<file path="src/rtl/wqs_pkg.sv">
// Shared types and constants of the two-queue weighted random scheduler.
package wqs_pkg;

  // Field widths fixed by the command format.
  localparam int unsigned TimeW    = 16;
  localparam int unsigned PctW     = 7;
  localparam int unsigned DrawW    = 7;
  localparam int unsigned ProdW    = TimeW + PctW;
  localparam int unsigned CfgIdxW  = 2;
  localparam int unsigned CfgDataW = 16;

  // Register reset values.
  localparam logic [TimeW-1:0] MaxTimeRst     = 16'd1000;
  localparam logic [PctW-1:0]  LongPctRst     = 7'd30;
  localparam logic [PctW-1:0]  FirstChanceRst = 7'd70;

  typedef enum logic {
    CMD_SCHEDULE = 1'b0,
    CMD_ADMIT    = 1'b1
  } cmd_e;

  typedef enum logic {
    QUEUE_FIRST  = 1'b0,
    QUEUE_SECOND = 1'b1
  } queue_e;

  typedef enum logic [CfgIdxW-1:0] {
    CFG_MAX_TIME     = 2'd0,
    CFG_LONG_PCT     = 2'd1,
    CFG_FIRST_CHANCE = 2'd2
  } cfg_idx_e;

  // Configuration as seen by the decision logic.
  typedef struct packed {
    logic [ProdW-1:0] limit_x100;
    logic [PctW-1:0]  first_chance;
  } cfg_t;

  // Per-queue control from the decision logic.
  typedef struct packed {
    logic push;
    logic pop;
  } fifo_ctrl_t;

  // Per-queue status towards the decision logic.
  typedef struct packed {
    logic full;
    logic avail;
  } fifo_stat_t;

endpackage

</file>
<file path="src/rtl/wqs_cfg.sv">
// Configuration registers and the registered long-job limit product.
module wqs_cfg (
  input  logic                          clk_i,
  input  logic                          rst_ni,
  input  logic                          cfg_we_i,
  input  logic [wqs_pkg::CfgIdxW-1:0]   cfg_index_i,
  input  logic [wqs_pkg::CfgDataW-1:0]  cfg_wdata_i,
  output wqs_pkg::cfg_t                 cfg_o
);
  import wqs_pkg::*;

  logic [TimeW-1:0] max_time_q;
  logic [PctW-1:0]  long_pct_q;
  logic [PctW-1:0]  first_chance_q;
  logic [ProdW-1:0] prod_q;

  // Register writes.
  always_ff @(posedge clk_i or negedge rst_ni) begin
    if (!rst_ni) begin
      max_time_q     <= MaxTimeRst;
      long_pct_q     <= LongPctRst;
      first_chance_q <= FirstChanceRst;
    end else if (cfg_we_i) begin
      case (cfg_idx_e'(cfg_index_i))
        CFG_MAX_TIME:     max_time_q     <= cfg_wdata_i[TimeW-1:0];
        CFG_LONG_PCT:     long_pct_q     <= cfg_wdata_i[PctW-1:0];
        CFG_FIRST_CHANCE: first_chance_q <= cfg_wdata_i[PctW-1:0];
        default: ;
      endcase
    end
  end

  // The limit is compared against total_time scaled by one hundred, which
  // gives the same answer as comparing against the truncated quotient.
  always_ff @(posedge clk_i or negedge rst_ni) begin
    if (!rst_ni) begin
      prod_q <= ProdW'(MaxTimeRst * LongPctRst);
    end else begin
      prod_q <= ProdW'(max_time_q) * ProdW'(long_pct_q);
    end
  end

  assign cfg_o.limit_x100   = prod_q;
  assign cfg_o.first_chance = first_chance_q;

endmodule

</file>
<file path="src/rtl/wqs_fifo.sv">
// One circular queue of process IDs with a same-cycle push-to-pop bypass.
module wqs_fifo #(
  parameter int unsigned Depth = 16,
  parameter int unsigned IdW   = 8
) (
  input  logic                 clk_i,
  input  logic                 rst_ni,
  input  wqs_pkg::fifo_ctrl_t  ctrl_i,
  input  logic [IdW-1:0]       push_id_i,
  output wqs_pkg::fifo_stat_t  stat_o,
  output logic [IdW-1:0]       pop_id_o
);
  import wqs_pkg::*;

  localparam int unsigned PtrW = (Depth > 1) ? $clog2(Depth) : 1;
  localparam int unsigned CntW = $clog2(Depth + 1);
  localparam int unsigned SumW = CntW + 1;

  logic [IdW-1:0]  store_q [Depth];
  logic [PtrW-1:0] head_q, head_d;
  logic [CntW-1:0] count_q, count_d;
  logic [SumW-1:0] tail_sum;
  logic [PtrW-1:0] tail;
  logic            full;
  logic            push_ok;
  logic            pop_ok;

  assign full    = (count_q == CntW'(Depth));
  assign push_ok = ctrl_i.push & ~full;
  assign pop_ok  = ctrl_i.pop & stat_o.avail;

  // Write position is head plus count, wrapped at the depth.
  always_comb begin
    tail_sum = SumW'(head_q) + SumW'(count_q);
    if (tail_sum >= SumW'(Depth)) begin
      tail_sum = tail_sum - SumW'(Depth);
    end
    tail = tail_sum[PtrW-1:0];
  end

  // An empty queue that takes a push this cycle can hand the same ID out.
  assign stat_o.full  = full;
  assign stat_o.avail = (count_q != '0) | push_ok;
  assign pop_id_o     = (count_q == '0) ? push_id_i : store_q[head_q];

  // Pointer and count update.
  always_comb begin
    head_d  = head_q;
    count_d = count_q;
    if (pop_ok) begin
      head_d = (head_q == PtrW'(Depth - 1)) ? '0 : head_q + PtrW'(1);
    end
    if (push_ok && !pop_ok) begin
      count_d = count_q + CntW'(1);
    end else if (!push_ok && pop_ok) begin
      count_d = count_q - CntW'(1);
    end
  end

  always_ff @(posedge clk_i or negedge rst_ni) begin
    if (!rst_ni) begin
      head_q  <= '0;
      count_q <= '0;
    end else begin
      head_q  <= head_d;
      count_q <= count_d;
    end
  end

  // Entry storage.
  always_ff @(posedge clk_i) begin
    if (push_ok) begin
      store_q[tail] <= push_id_i;
    end
  end

endmodule

</file>
<file path="src/rtl/two_queue_weighted_random_scheduler.sv">
// Top level of the two-queue weighted random scheduler.
//
//   Channel   | Handshake               | Payload
//   ----------+-------------------------+------------------------------------------
//   command   | start_i high, busy_o low| command, has_current, current_id, ...
//   result    | done_o strobe, 1 cycle  | selected_valid/id/queue, finished, overflow
//   config    | cfg_we_i                | cfg_index_i, cfg_wdata_i
//
// An accepted command is registered, decided in the following cycle and its
// result is shown on the strobe in the cycle after that.
// busy_o stays low, so a command can be taken at every clock edge; queue state
// is updated when each decision is registered, so the next command sees it.
// Reset empties both queues and loads the register defaults; the receiver
// cannot stall the result transfer.
module two_queue_weighted_random_scheduler #(
  parameter int unsigned QUEUE_DEPTH = 16,
  parameter int unsigned ID_WIDTH    = 8
) (
  input  logic                          clk_i,
  input  logic                          rst_ni,
  input  logic                          start_i,
  output logic                          busy_o,
  input  logic                          command_i,
  input  logic                          has_current_i,
  input  logic [ID_WIDTH-1:0]           current_id_i,
  input  logic signed [wqs_pkg::TimeW-1:0] remaining_time_i,
  input  logic [wqs_pkg::TimeW-1:0]     total_time_i,
  input  logic [wqs_pkg::DrawW-1:0]     draw_i,
  input  logic                          admit_queue_i,
  input  logic                          cfg_we_i,
  input  logic [wqs_pkg::CfgIdxW-1:0]   cfg_index_i,
  input  logic [wqs_pkg::CfgDataW-1:0]  cfg_wdata_i,
  output logic                          done_o,
  output logic                          selected_valid_o,
  output logic [ID_WIDTH-1:0]           selected_id_o,
  output logic                          selected_queue_o,
  output logic                          current_finished_o,
  output logic                          overflow_o
);
  import wqs_pkg::*;

  cfg_t       cfg;
  fifo_ctrl_t ctrl  [2];
  fifo_stat_t stat  [2];
  logic [ID_WIDTH-1:0] pop_id [2];

  // Command register.
  logic                    in_valid_q;
  cmd_e                    cmd_q;
  logic                    has_cur_q;
  logic [ID_WIDTH-1:0]     id_q;
  logic signed [TimeW-1:0] rem_q;
  logic [TimeW-1:0]        total_q;
  logic [DrawW-1:0]        draw_q;
  queue_e                  admit_q_q;

  // Decision signals.
  logic          admit;
  logic          cur_done;
  logic          is_long;
  logic [ProdW-1:0] total_x100;
  logic          push_any;
  queue_e        push_q;
  queue_e        pref_q;
  queue_e        other_q;
  logic          sel_valid;
  queue_e        sel_q;
  logic          fin;
  logic          ovf;

  // Result register.
  logic                done_q;
  logic                sel_valid_q;
  logic [ID_WIDTH-1:0] sel_id_q;
  logic                sel_q_q;
  logic                fin_q;
  logic                ovf_q;

  assign busy_o = 1'b0;

  wqs_cfg u_cfg (
    .clk_i       (clk_i),
    .rst_ni      (rst_ni),
    .cfg_we_i    (cfg_we_i),
    .cfg_index_i (cfg_index_i),
    .cfg_wdata_i (cfg_wdata_i),
    .cfg_o       (cfg)
  );

  // Capture of an accepted command.
  always_ff @(posedge clk_i or negedge rst_ni) begin
    if (!rst_ni) begin
      in_valid_q <= 1'b0;
    end else begin
      in_valid_q <= start_i & ~busy_o;
    end
  end

  always_ff @(posedge clk_i) begin
    if (start_i && !busy_o) begin
      cmd_q     <= cmd_e'(command_i);
      has_cur_q <= has_current_i;
      id_q      <= current_id_i;
      rem_q     <= remaining_time_i;
      total_q   <= total_time_i;
      draw_q    <= draw_i;
      admit_q_q <= queue_e'(admit_queue_i);
    end
  end

  // Insert: an admitted ID, or a returning process that still has time left.
  always_comb begin
    admit      = (cmd_q == CMD_ADMIT);
    cur_done   = rem_q[TimeW-1] | (rem_q == '0);
    total_x100 = (ProdW'(total_q) << 6) + (ProdW'(total_q) << 5) + (ProdW'(total_q) << 2);
    is_long    = (total_x100 > cfg.limit_x100);
    push_any   = in_valid_q & (admit | (has_cur_q & ~cur_done));
    fin        = in_valid_q & ~admit & has_cur_q & cur_done;
    if (admit) begin
      push_q = admit_q_q;
    end else begin
      push_q = is_long ? QUEUE_FIRST : QUEUE_SECOND;
    end
    ovf = push_any & stat[push_q].full;
  end

  // Selection after the insert: preferred queue first, then the other one.
  always_comb begin
    pref_q    = (draw_q < cfg.first_chance) ? QUEUE_FIRST : QUEUE_SECOND;
    other_q   = (pref_q == QUEUE_FIRST) ? QUEUE_SECOND : QUEUE_FIRST;
    sel_valid = 1'b0;
    sel_q     = QUEUE_FIRST;
    if (in_valid_q && !admit) begin
      if (stat[pref_q].avail) begin
        sel_valid = 1'b1;
        sel_q     = pref_q;
      end else if (stat[other_q].avail) begin
        sel_valid = 1'b1;
        sel_q     = other_q;
      end
    end
  end

  always_comb begin
    ctrl[0].push = push_any & (push_q == QUEUE_FIRST);
    ctrl[1].push = push_any & (push_q == QUEUE_SECOND);
    ctrl[0].pop  = sel_valid & (sel_q == QUEUE_FIRST);
    ctrl[1].pop  = sel_valid & (sel_q == QUEUE_SECOND);
  end

  for (genvar g = 0; g < 2; g++) begin : g_queue
    wqs_fifo #(
      .Depth (QUEUE_DEPTH),
      .IdW   (ID_WIDTH)
    ) u_fifo (
      .clk_i     (clk_i),
      .rst_ni    (rst_ni),
      .ctrl_i    (ctrl[g]),
      .push_id_i (id_q),
      .stat_o    (stat[g]),
      .pop_id_o  (pop_id[g])
    );
  end

  // Result transfer register.
  always_ff @(posedge clk_i or negedge rst_ni) begin
    if (!rst_ni) begin
      done_q <= 1'b0;
    end else begin
      done_q <= in_valid_q;
    end
  end

  always_ff @(posedge clk_i) begin
    if (in_valid_q) begin
      sel_valid_q <= sel_valid;
      sel_id_q    <= sel_valid ? pop_id[sel_q] : '0;
      sel_q_q     <= sel_valid ? sel_q : QUEUE_FIRST;
      fin_q       <= fin;
      ovf_q       <= ovf;
    end
  end

  assign done_o             = done_q;
  assign selected_valid_o   = sel_valid_q;
  assign selected_id_o      = sel_id_q;
  assign selected_queue_o   = sel_q_q;
  assign current_finished_o = fin_q;
  assign overflow_o         = ovf_q;

`ifndef NO_ASSERTIONS
  // Every accepted command yields exactly one result strobe.
  assert property (@(posedge clk_i) disable iff (!rst_ni)
    (start_i && !busy_o) |-> ##2 done_o)
    else $error("accepted command produced no result strobe");

  assert property (@(posedge clk_i) disable iff (!rst_ni)
    !in_valid_q |=> !done_o)
    else $error("result strobe without a command in flight");

  // A pop only ever targets a queue with an entry available, and only one queue.
  assert property (@(posedge clk_i) disable iff (!rst_ni)
    (!ctrl[0].pop || stat[0].avail) && (!ctrl[1].pop || stat[1].avail))
    else $error("pop from an empty queue");

  assert property (@(posedge clk_i) disable iff (!rst_ni)
    !(ctrl[0].pop && ctrl[1].pop))
    else $error("both queues popped for one command");
`endif

endmodule
</file>
<file path="config.mk">
export PLATFORM = sky130hd
export DESIGN_NAME = two_queue_weighted_random_scheduler
export DESIGN_NICKNAME = d
export VERILOG_FILES = /design/src/rtl/wqs_pkg.sv /design/src/rtl/wqs_cfg.sv /design/src/rtl/wqs_fifo.sv /design/src/rtl/two_queue_weighted_random_scheduler.sv
export SDC_FILE = /design/constraint.sdc
export NUM_CORES = 1
export LEC_CHECK = 0
export ABC_AREA = 1
export BUFFER_PORTS_ARGS = -buffer_cell sky130_fd_sc_hd__buf_2
export CAP_MARGIN = 15
export CORE_UTILIZATION = 35
export CTS_CLUSTER_DIAMETER = 100
export DETAILED_ROUTE_END_ITERATION = 10
export PLACE_DENSITY = 0.63
export SYNTH_ARGS = -nofsm -noshare
export SYNTH_HDL_FRONTEND = slang
export SYNTH_HIERARCHICAL = 1
export SYNTH_SLANG_ARGS = --single-unit
</file>
<file path="constraint.sdc">
create_clock -name clk_i -period 4.8 [get_ports clk_i]
set_clock_uncertainty 0.15 [all_clocks]
set_input_delay 0.48 -clock clk_i [delete_from_list [all_inputs] [get_ports clk_i]]
set_output_delay 0.48 -clock clk_i [all_outputs]
set_load 0.02 [all_outputs]
</file>
==> Yosys cells after proc, flatten, opt, wreduce, memory -nomap -nowiden <==
Memory sizes are Yosys's and may differ from the RTL's.
Index checks and enable logic that the tools add are counted.
W data, S select, Z words.
{ "totals": {"n_memories": 2, "regBits": 135, "ramBits": 256, "out_inout_bits": 14, "input_bits": 72, "word_cells": 136} }
{ "op_classes": {"n_eq_ne": 6, "magnitude_cmp": 8, "muxes": 36, "multipliers": 1, "bitwise": 28, "addsub": 12, "n_reduce_logical": 21} }
{ "memory_table": {"columns": ["name", "words", "word_bits", "rd", "rd_clocked_by_memory_dff", "write_ports", "line", "source"], "rows": [
  ["g_queue[0].u_fifo.store_q", 16, 8, 1, 0, 1, "wqs_fifo.sv:19", "logic [IdW-1:0] store_q [Depth];"],
  ["g_queue[1].u_fifo.store_q", 16, 8, 1, 0, 1, "wqs_fifo.sv:19", null]
]} }
{ "ops": {"columns": ["operator", "n"], "rows": [
  ["$mux W8", 5],
  ["$add A22 B21 Y23", 1],
  ["$add A23 B18 Y23", 1],
  ["$gt A23 B23 Y1", 1],
  ["$mul A16 B7 Y23", 1],
  ["$mux W1", 20],
  ["$mux W5", 4],
  ["$logic_not A16 Y1", 1],
  ["$mux W4", 4],
  ["$and A1 B1 Y1", 14],
  ["$add A4 B5 Y6", 2],
  ["$ge A6 B5 Y1 const B", 2],
  ["$add A5 B1 Y5 const B", 2],
  ["$eq A5 B5 Y1 const B", 2],
  ["$logic_not A5 Y1", 2],
  ["$reduce_bool A5 Y1", 2],
  ["$sub A5 B1 Y5 const B", 2],
  ["$add A4 B1 Y4 const B", 2],
  ["$eq A4 B4 Y1 const B", 2],
  ["$ge A2 B2 Y1 const B", 4],
  ["$not A1 Y2", 4],
  ["$sub A4 B1 Y4 const B", 2],
  ["$lt A7 B7 Y1", 1],
  ["$mux W2", 3],
  ["9 further kinds", 28]
]} }

==> Depth between registers and ports, before layout <==
Gate-level depths: netlist of run 1.
{ "depth": {"word_depth": 21, "depth_mapped": 40, "mapped_depth_nobuf": 40} }

==> Hierarchy <==
Netlist of run 1, hierarchy kept.
{ "by_module_without_submodules": {"columns": ["mod", "seq_area_each_um2", "area_each_um2", "cells_per_inst", "instances"], "rows": [
  ["wqs_fifo", 4068.9, 5950.7, 546, 2],
  ["wqs_cfg", 1351.3, 5799.3, 763, 1],
  ["two_queue_weighted_random_scheduler", 1911.8, 4090.2, 405, 1]
]} }

==> Worst setup path after synthesis of run 1 <==
Ideal clock, no wire load.
{ "synth_timing": {"path_type": "flip-flop to flip-flop", "start": "register total_q[0]", "end": "register g_queue[0].u_fifo.count_q[4]", "synth_period_minus_slack_ps": 4951, "setup_time_ps": 113, "slack_ps": -151, "path_stages_with_launch": 39, "path_buffers": 0, "arrival_ps": 4688, "cell_sequence": "edfxtp_1 > fa_1 > ha_1 > inv_1 > fa_1 > inv_1 > nand3_1 > nand2_2 > a21oi_4 > o21ai_2 > nand2_1 > nand3_1 > nand2_1 > ha_1 > nand2_1 > nor2_1 > nand2_1 > nor2_1 > (+3 left out) > a21oi_1 > inv_1 > nand2_1 > nand4_1 > nand2_2 > inv_4 > nor2_1 > inv_1 > nand2_2 > ha_1 > a21oi_1 > nand2_1 > nand2_1 > nand2_1 > nand2_1 > nand2_1 > nand2_1 > inv_1"} }
{ "synth_rtl": {"columns": ["element", "line", "source"], "rows": [
  ["from (decl)", "two_queue_weighted_random_scheduler.sv:53", "logic [TimeW-1:0] total_q;"],
  ["from (signal assigned)", "two_queue_weighted_random_scheduler.sv:105", "total_q <= total_time_i;"],
  ["to (signal assigned)", "wqs_fifo.sv:66", "count_q <= count_d;"],
  ["to (decl)", "wqs_fifo.sv:21", "logic [CntW-1:0] count_q, count_d;"]
]} }

==> run_results.csv, run 1 <==
group,metric,value,unit
worst_setup_path,crit_arrival,5.43,ns
worst_hold_path,hp-class,"in -> reg",
synth,syn_area,21790,sq um
cells_and_area,layout_common_cells,"nand2_1, edfxtp_1, inv_1",
floorplan,core_area,61600,sq um
place,dp_hpwl,36920,microns
sta,drv_slew,0,
worst_setup_path,slowest_delay,0.54,ns
pwr,seq_power_share,0.306,
route,routed-wl-met3,2525,microns
clocking,cts_sinks,391,
sta,rsz0062_at_grt,"yes",
pwr,pwr-share-comb,0.477,
cells_and_area,final_nets,2748,
worst_setup_path,cp-end-kind,"register",
route,route.detailed.drc,0,
sta,max_clock_freq,196.0,MHz
clocking,htree_levels,2,
route,vias,16060,
place,globalplace.congestion,0.8585,
sta,finalSetupViolCount,127,
synth,syn_avg_cell_area,9.642,sq um
sta,period_minus_slack,5.101,ns
cells_and_area,final_common_cell,"nand2_1",
sta,hold_viol,0,
place,dpl-instance-area,23740,sq um
route,wl_per_cell,15.83,microns
route,drt-total-wl,53190,microns
cells_and_area,syn2layout_area_growth,22.56,%
worst_setup_path,cp.depth,38,
clocking,cts-buffers-inserted,45,
pwr,p_leak,11.98,nW
pwr,swShare,0.4236,
cells_and_area,drive_above_1_share,0.1860,
cells_and_area,fill_cells,5778,
floorplan,ioPinCount,86,
floorplan,die_area,63260,sq um
clocking,cts_tree,"built",
route,drt.antenna.violating_nets,0,
synth,yosys.area.top_type,"edfxtp_1",
synth,ys_types,45,
worst_setup_path,r2r_cells,38,
sta,maxSlewHeadroom,0.2614,
route,vias_per_cell,4.780,
worst_setup_path,crit_top_cell,"nand2_1",
clocking,insertion_delay,0.58,ns
global_routing,globalRouteOverflowTotal,0,
synth,synth_top_area_share,0.4382,
flow_run,drv_cap,0,
floorplan,die_height,251.5,microns
worst_setup_path,crit_type,"reg -> reg",
route,wl_met1,22380,microns
route,drt_first_pass_iters,5,
worst_setup_path,cp_slowest_cell,"fa_1",
pwr,ir_drop,0.2549,mV
global_routing,grt.total_usage,0.1687,
global_routing,grt_pass1_wl,84740,microns
synth,seq_area_frac_synth,0.5232,
sta,fin_crit_sh,1.063,
worst_setup_path,path_max_fanout,5,
pwr,power_density,570.4,nW/um^2
pwr,power_switching,6.454,mW
global_routing,grt_max_degree,67,
sta,worst_pin_slew,1.106,ns
synth,syn-num-nets,2520,
route,drt_iter0_drc,974,
status,violations,"setup timing",
clocking,clock-root-buffer,"clkbuf_16",
worst_setup_path,cp_num_buf_inv,7,
synth,synthCells,2260,
cells_and_area,antennaDiodeCount,0,
floorplan,die_x,251.5,microns
sta,setup_slack,-0.3008,ns
floorplan,fp-row-count,91,
status,outcome,"finished, violations left",
synth,ys_warn_count,6,
cells_and_area,design_area,26710,sq um
floorplan,start_util,0.3538,
route,route.met2.wl,27020,microns
worst_hold_path,hold_depth,2,
place,numPortBuffers,84,
global_routing,grt_pass1_vias,16360,
synth,synth_seq_cells,391,
clocking,clockBufferDepth,3,
pwr,clockPowerShare,0.217,
synth,synth.area.top_cells,"edfxtp_1, nand2_1, fa_1, dfrtp_1, ha_1",
global_routing,antenna_found_initial,2,
worst_setup_path,crit_family,"adder cells",
route,routed.top_layer,"met4",
pwr,p_int,8.780,mW
worst_setup_path,cp-start-kind,"register",
sta,whs,0.01431,ns
worst_setup_path,required,5.13,ns
clocking,cts.clk_slew.worst_paths,0.05,ns
==> sequential cells by signal, summed over array words and instances (netlist names), 7 cells and up <==
register and flops:
selected_id_o 8, g_queue.u_fifo/store_q 256, u_cfg/first_chance_q 7, rem_q 16
u_cfg/long_pct_q 7, draw_q 7, g_queue.u_fifo/head_q 8, total_q 16
u_cfg/max_time_q 16, id_q 8, u_cfg/prod_q 23, g_queue.u_fifo/count_q 10
==> worst register-to-register path, delay by kind of cell, from the launching register on <==
kind	cells	cell delay (ns)
adders and majority gates	5	1.75
and+or+nand+nor	22	1.73
buffers and inverters	7	0.46
DFF	1	0.46
AOI/OAI and AO/OA	3	0.29
xor gates and xnor gates	1	0.13
==> routing by layer <==
layer,global-route usage,vias to the layer above
li1,-,7740
met3,0.02497,78
met5,0,-
met1,0.2125,7879
met2,0.2974,359
met4,0.05174,0
==> final timing paths <==
path	start	to	slack (ns)
worst max register to register	total_q[1]	g_queue[0].u_fifo/count_q[4]	-0.30
worst min-delay path	cfg_wdata_i[7]	u_cfg/max_time_q[7]	0.01
max in group asynchronous	rst_ni	u_cfg/prod_q[10]	3.24
worst max-delay path	total_q[1]	g_queue[0].u_fifo/count_q[4]	-0.30
worst min register to register	u_cfg/first_chance_q[5]	u_cfg/first_chance_q[5]	0.34
min in group asynchronous	rst_ni	u_cfg/max_time_q[11]	0.31
==> power groups by stage <==
stage / sequential, mW / clock, mW / combinational, mW
3_3_place_gp: 4.72 / 0 / 6.33
2_1_floorplan: 4.47 / 0 / 4.93
5_1_grt: 4.73 / 3.51 / 8.16
4_1_cts: 4.67 / 3.39 / 6.68
6_report: 4.67 / 3.30 / 7.26
3_5_place_dp: 4.74 / 0 / 6.48
==> synthesized netlist by cell type (all sizes together) <==
cell type  count
nand2        580
inv          308
a21boi         1
xor2          21
and2           3
clkinv         2
conb           1
o31ai          2
edfxtp       318
nand3        166
dfrtp         53
buf           42
ha           102
xnor2         14
a31oi          1
dfstp         20
o21a           1
a21oi         80
nor3           4
o21ai        109
clkbuf        43
o21bai         4
or2            1
nand3b         5
fa            86
mux2           9
nor2         273
nand4          6
a21o           5
==> cell type report <==
type / count / area (sq um) / share of cell area
timing repair buffer: 266 / 2132 / 0.07983
tap: 837 / 1047 / 0.03921
multi-input combinational: 1474 / 9512 / 0.3561
clock inverter: 21 / 216.5 / 0.008105
inverter: 310 / 1181 / 0.04423
clock buffer: 60 / 1202 / 0.04502
sequential: 391 / 11420 / 0.4275
==> stage by stage <==
stage	setup WS, ns	power, mW	TNS [ns]	instances	utilization
detailed placement	-0.3342	11.21	-4.004	3206	0.3854
global placement	-0.1872	11.05	-0.4122	3206	0.3854
global route	-0.6406	16.41	-68.74	3359	0.4336
finish	-0.3008	15.23	-3.707	3359	0.4336
CTS	-0.2271	14.74	-1.046	3352	0.4209
floorplan	0.04023	9.398	0	2260	-
==> logic make-up (layout without fill, tap and decap cells) <==
group           count (synthesis)  count (layout)  synth area share
compound gates                203             203           0.05041
xor+xnor                       35              35           0.01407
fa+ha+maj                     188             188            0.1376
buf+inv                       395             657           0.07309
flops                         391             391            0.5232
mux                             9               9          0.004651
other cells                     1               1         0.0001721
simple gates                 1038            1038            0.1968
==> timing repair <==
action | 4_1_cts | 5_1_grt
pin swaps | 18 | 69
hold endpoints to repair | 84 | 1
resized for setup | 38 | 179
endpoints found under the setup margin | 105 | 286
setup buffers | 8 | 14
hold buffers | 57 | 1
(Power assumes the default switching activity.)
==> run 2, diff against run 1 <==
--- a/config.mk
+++ b/config.mk
@@ -6,12 +6,13 @@
 export NUM_CORES = 1
 export LEC_CHECK = 0
 export ABC_AREA = 1
-export BUFFER_PORTS_ARGS = -buffer_cell sky130_fd_sc_hd__buf_2
 export CAP_MARGIN = 15
 export CORE_UTILIZATION = 35
-export CTS_CLUSTER_DIAMETER = 100
+export CTS_CLUSTER_DIAMETER = 50
 export DETAILED_ROUTE_END_ITERATION = 10
-export PLACE_DENSITY = 0.63
+export DONT_BUFFER_PORTS = 1
+export PLACE_DENSITY = 0.62
+export REMOVE_ABC_BUFFERS = 1
 export SYNTH_ARGS = -nofsm -noshare
 export SYNTH_HDL_FRONTEND = slang
 export SYNTH_HIERARCHICAL = 1
==> run 2 against run 1 <==
The flow still finishes with violations (setup timing). Critical path type unchanged. Setup slack improved by 0.0034 ns. Sequential share of layout area increased by 0.25 points. Global-route usage increased by 0.21 points. Largest cell class unchanged. Highest routed layer unchanged.
==> run_results.csv, run 2 (same netlist as run 1, synthesis figures left out) <==
group,metric,value,unit
status,outcome,"finished, violations left",
status,violations,"setup timing",
worst_setup_path,cp_num_buf_inv,8,
worst_setup_path,slowest_delay,0.55,ns
sta,maxSlewHeadroom,0.2587,
global_routing,globalRouteOverflowTotal,0,
place,numPortBuffers,0,
cells_and_area,largest_register,"g_queue.u_fifo/store_q",
sta,hold_viol,0,
worst_setup_path,rrSetupSlack,-0.30,ns
global_routing,use_met3,0.02755,
cells_and_area,final_nets,2687,
route,drt_first_pass_iters,6,
pwr,seq_power_share,0.297,
floorplan,die_height,251.5,microns
place,dpl-instance-area,23280,sq um
pwr,swShare,0.4115,
worst_setup_path,crit_type,"reg -> reg",
global_routing,grt.total_usage,0.1708,
sta,worst_pin_slew,1.110,ns
pwr,pwr-share-comb,0.451,
clocking,clockBufferDepth,3,
cells_and_area,reg.largest.list,"g_queue.u_fifo/store_q: 256 flops, u_cfg/prod_q: 23 flops",
worst_setup_path,cp-end-kind,"register",
route,vias_per_cell,4.775,
clocking,clock-root-buffer,"clkbuf_16",
cells_and_area,design_area,26530,sq um
worst_hold_path,whs_endpoint,"u_cfg/first_chance_q[1]",
floorplan,start_util,0.3538,
clocking,cts-buffers-inserted,52,
place,placedCellCount,3128,
flow_run,drv_cap,0,
worst_setup_path,crit_family,"adder cells",
sta,drv_slew,0,
global_routing,grt_max_degree,74,
route,wl_per_cell,16.03,microns
global_routing,antenna_found_initial,0,
sta,finalSetupViolCount,8,
worst_setup_path,cp_slowest_cell,"fa_1",
sta,rsz0062_at_grt,"yes",
route,drt_iter0_drc,1026,
worst_setup_path,crit_start,"total_q[1]",
place,globalplace.congestion,0.8218,
pwr,power_switching,6.393,mW
global_routing,busiest_layer,"met2",
worst_setup_path,cp-start-kind,"register",
route,drt.antenna.violating_nets,0,
worst_setup_path,required,5.14,ns
place,place_ws,-0.6055,ns
worst_setup_path,path_max_fanout,5,
cells_and_area,drive_above_1_share,0.1640,
cells_and_area,final_cell_count_no_fill,3306,
cells_and_area,antennaDiodeCount,0,
pwr,ir_drop,0.3165,mV
cells_and_area,utilization,0.4307,
clocking,cts_tree,"built",
pwr,design_power_total,15.54,mW
worst_hold_path,hp-class,"in -> reg",
route,route.detailed.drc,0,
floorplan,fp-row-count,91,
worst_setup_path,crit_arrival,5.44,ns
floorplan,die_area,63260,sq um
sta,fin_crit_sh,1.062,
worst_setup_path,r2r-end,"g_queue[1].u_fifo/count_q[4]",
cells_and_area,syn2layout_area_growth,21.76,%
cells_and_area,final_common_cell,"nand2_1",
worst_hold_path,hold_depth,2,
pwr,p_leak,11.84,nW
worst_setup_path,r2r_cells,37,
clocking,htree_levels,2,
cells_and_area,layout_common_cells,"nand2_1, edfxtp_1, inv_1",
sta,final.setup.tns,-1.402,ns
route,vias,15790,
worst_setup_path,rr_startpoint,"total_q[1]",
global_routing,grt_util_met2,0.2967,
sta,setup_slack,-0.2973,ns
floorplan,core_area,61600,sq um
worst_hold_path,hp-start,"cfg_wdata_i[1]",
clocking,cts_sinks,391,
sta,max_clock_freq,196.2,MHz
place,dp_hpwl,36520,microns
worst_setup_path,crit_top_cell,"nand2_1",
sta,whs,0.02526,ns
global_routing,grt_pass1_wl,85640,microns
pwr,power_density,585.5,nW/um^2
route,drt-total-wl,52990,microns
pwr,clockPowerShare,0.251,
clocking,insertion_delay,0.62,ns
clocking,cts.clk_slew.worst_paths,0.05,ns
sta,period_minus_slack,5.097,ns
cells_and_area,largest_reg_flops,256,
global_routing,grt_pass1_vias,16360,
pwr,p_int,9.142,mW
floorplan,ioPinCount,86,
floorplan,die_x,251.5,microns
global_routing,use_met1,0.2153,
run 2: layer usage:
metal,vias to the layer above,wire (microns)
li1,7619,-
met1,7706,22700
met2,361,26100
met3,99,2519
met4,0,1667
met5,-,0
run 2: how the worst max path moves through the flow:
stage	endpoint	slack [ns]	cells after the start
final	g_queue[1].u_fifo/count_q[4]	-0.30	37
after global routing	g_queue[0].u_fifo/count_q[4]	-0.62	38
after CTS	g_queue[0].u_fifo/count_q[4]	-0.30	37
after detailed placement	g_queue[1].u_fifo/count_q[4]	-0.61	38
after global placement	g_queue[0].u_fifo/count_q[4]	-0.32	37
after floorplan	g_queue[0].u_fifo/count_q[4]	-0.15	38
run 2: what timing repair did:
action                                  CTS  global route
cloned                                    0             1
endpoints found under the setup margin  169           289
endpoints found under the hold margin   195             0
hold buffers                             66             0
gates resized for setup                  50           127
pin swaps                                25            21
buffers inserted                          6            11
run 2: final cells by class:
type,count,area (sq um)
fillers,5829,35070
multi-input cells,1474,9315
repair buffers,197,1803
clock buffers,61,1386
clock inverters,35,384.1
well taps,837,1047
inverters,310,1182
repair inverters,1,5.005
flip-flops and latches,391,11410
run 2: power by group through the flow:
stage	clock [mW]	combinational [mW]	sequential, mW
4_1_cts	4.00	6.70	4.61
5_1_grt	4.13	7.96	4.67
3_5_place_dp	0	6.38	4.67
2_1_floorplan	0	4.47	4.68
6_report	3.90	7.01	4.62
3_3_place_gp	0	6.24	4.65
run 2: worst register-to-register path, delay by kind of cell, from the launching register on:
| kind | cells | cell delay, ns |
|---|---|---|
| AOI/OAI and AO/OA | 3 | 0.40 |
| xor gates and xnor gates | 1 | 0.06 |
| buffers and inverters | 8 | 0.55 |
| and+or+nand+nor | 20 | 1.65 |
| adders and majority gates | 5 | 1.75 |
| DFF | 1 | 0.45 |
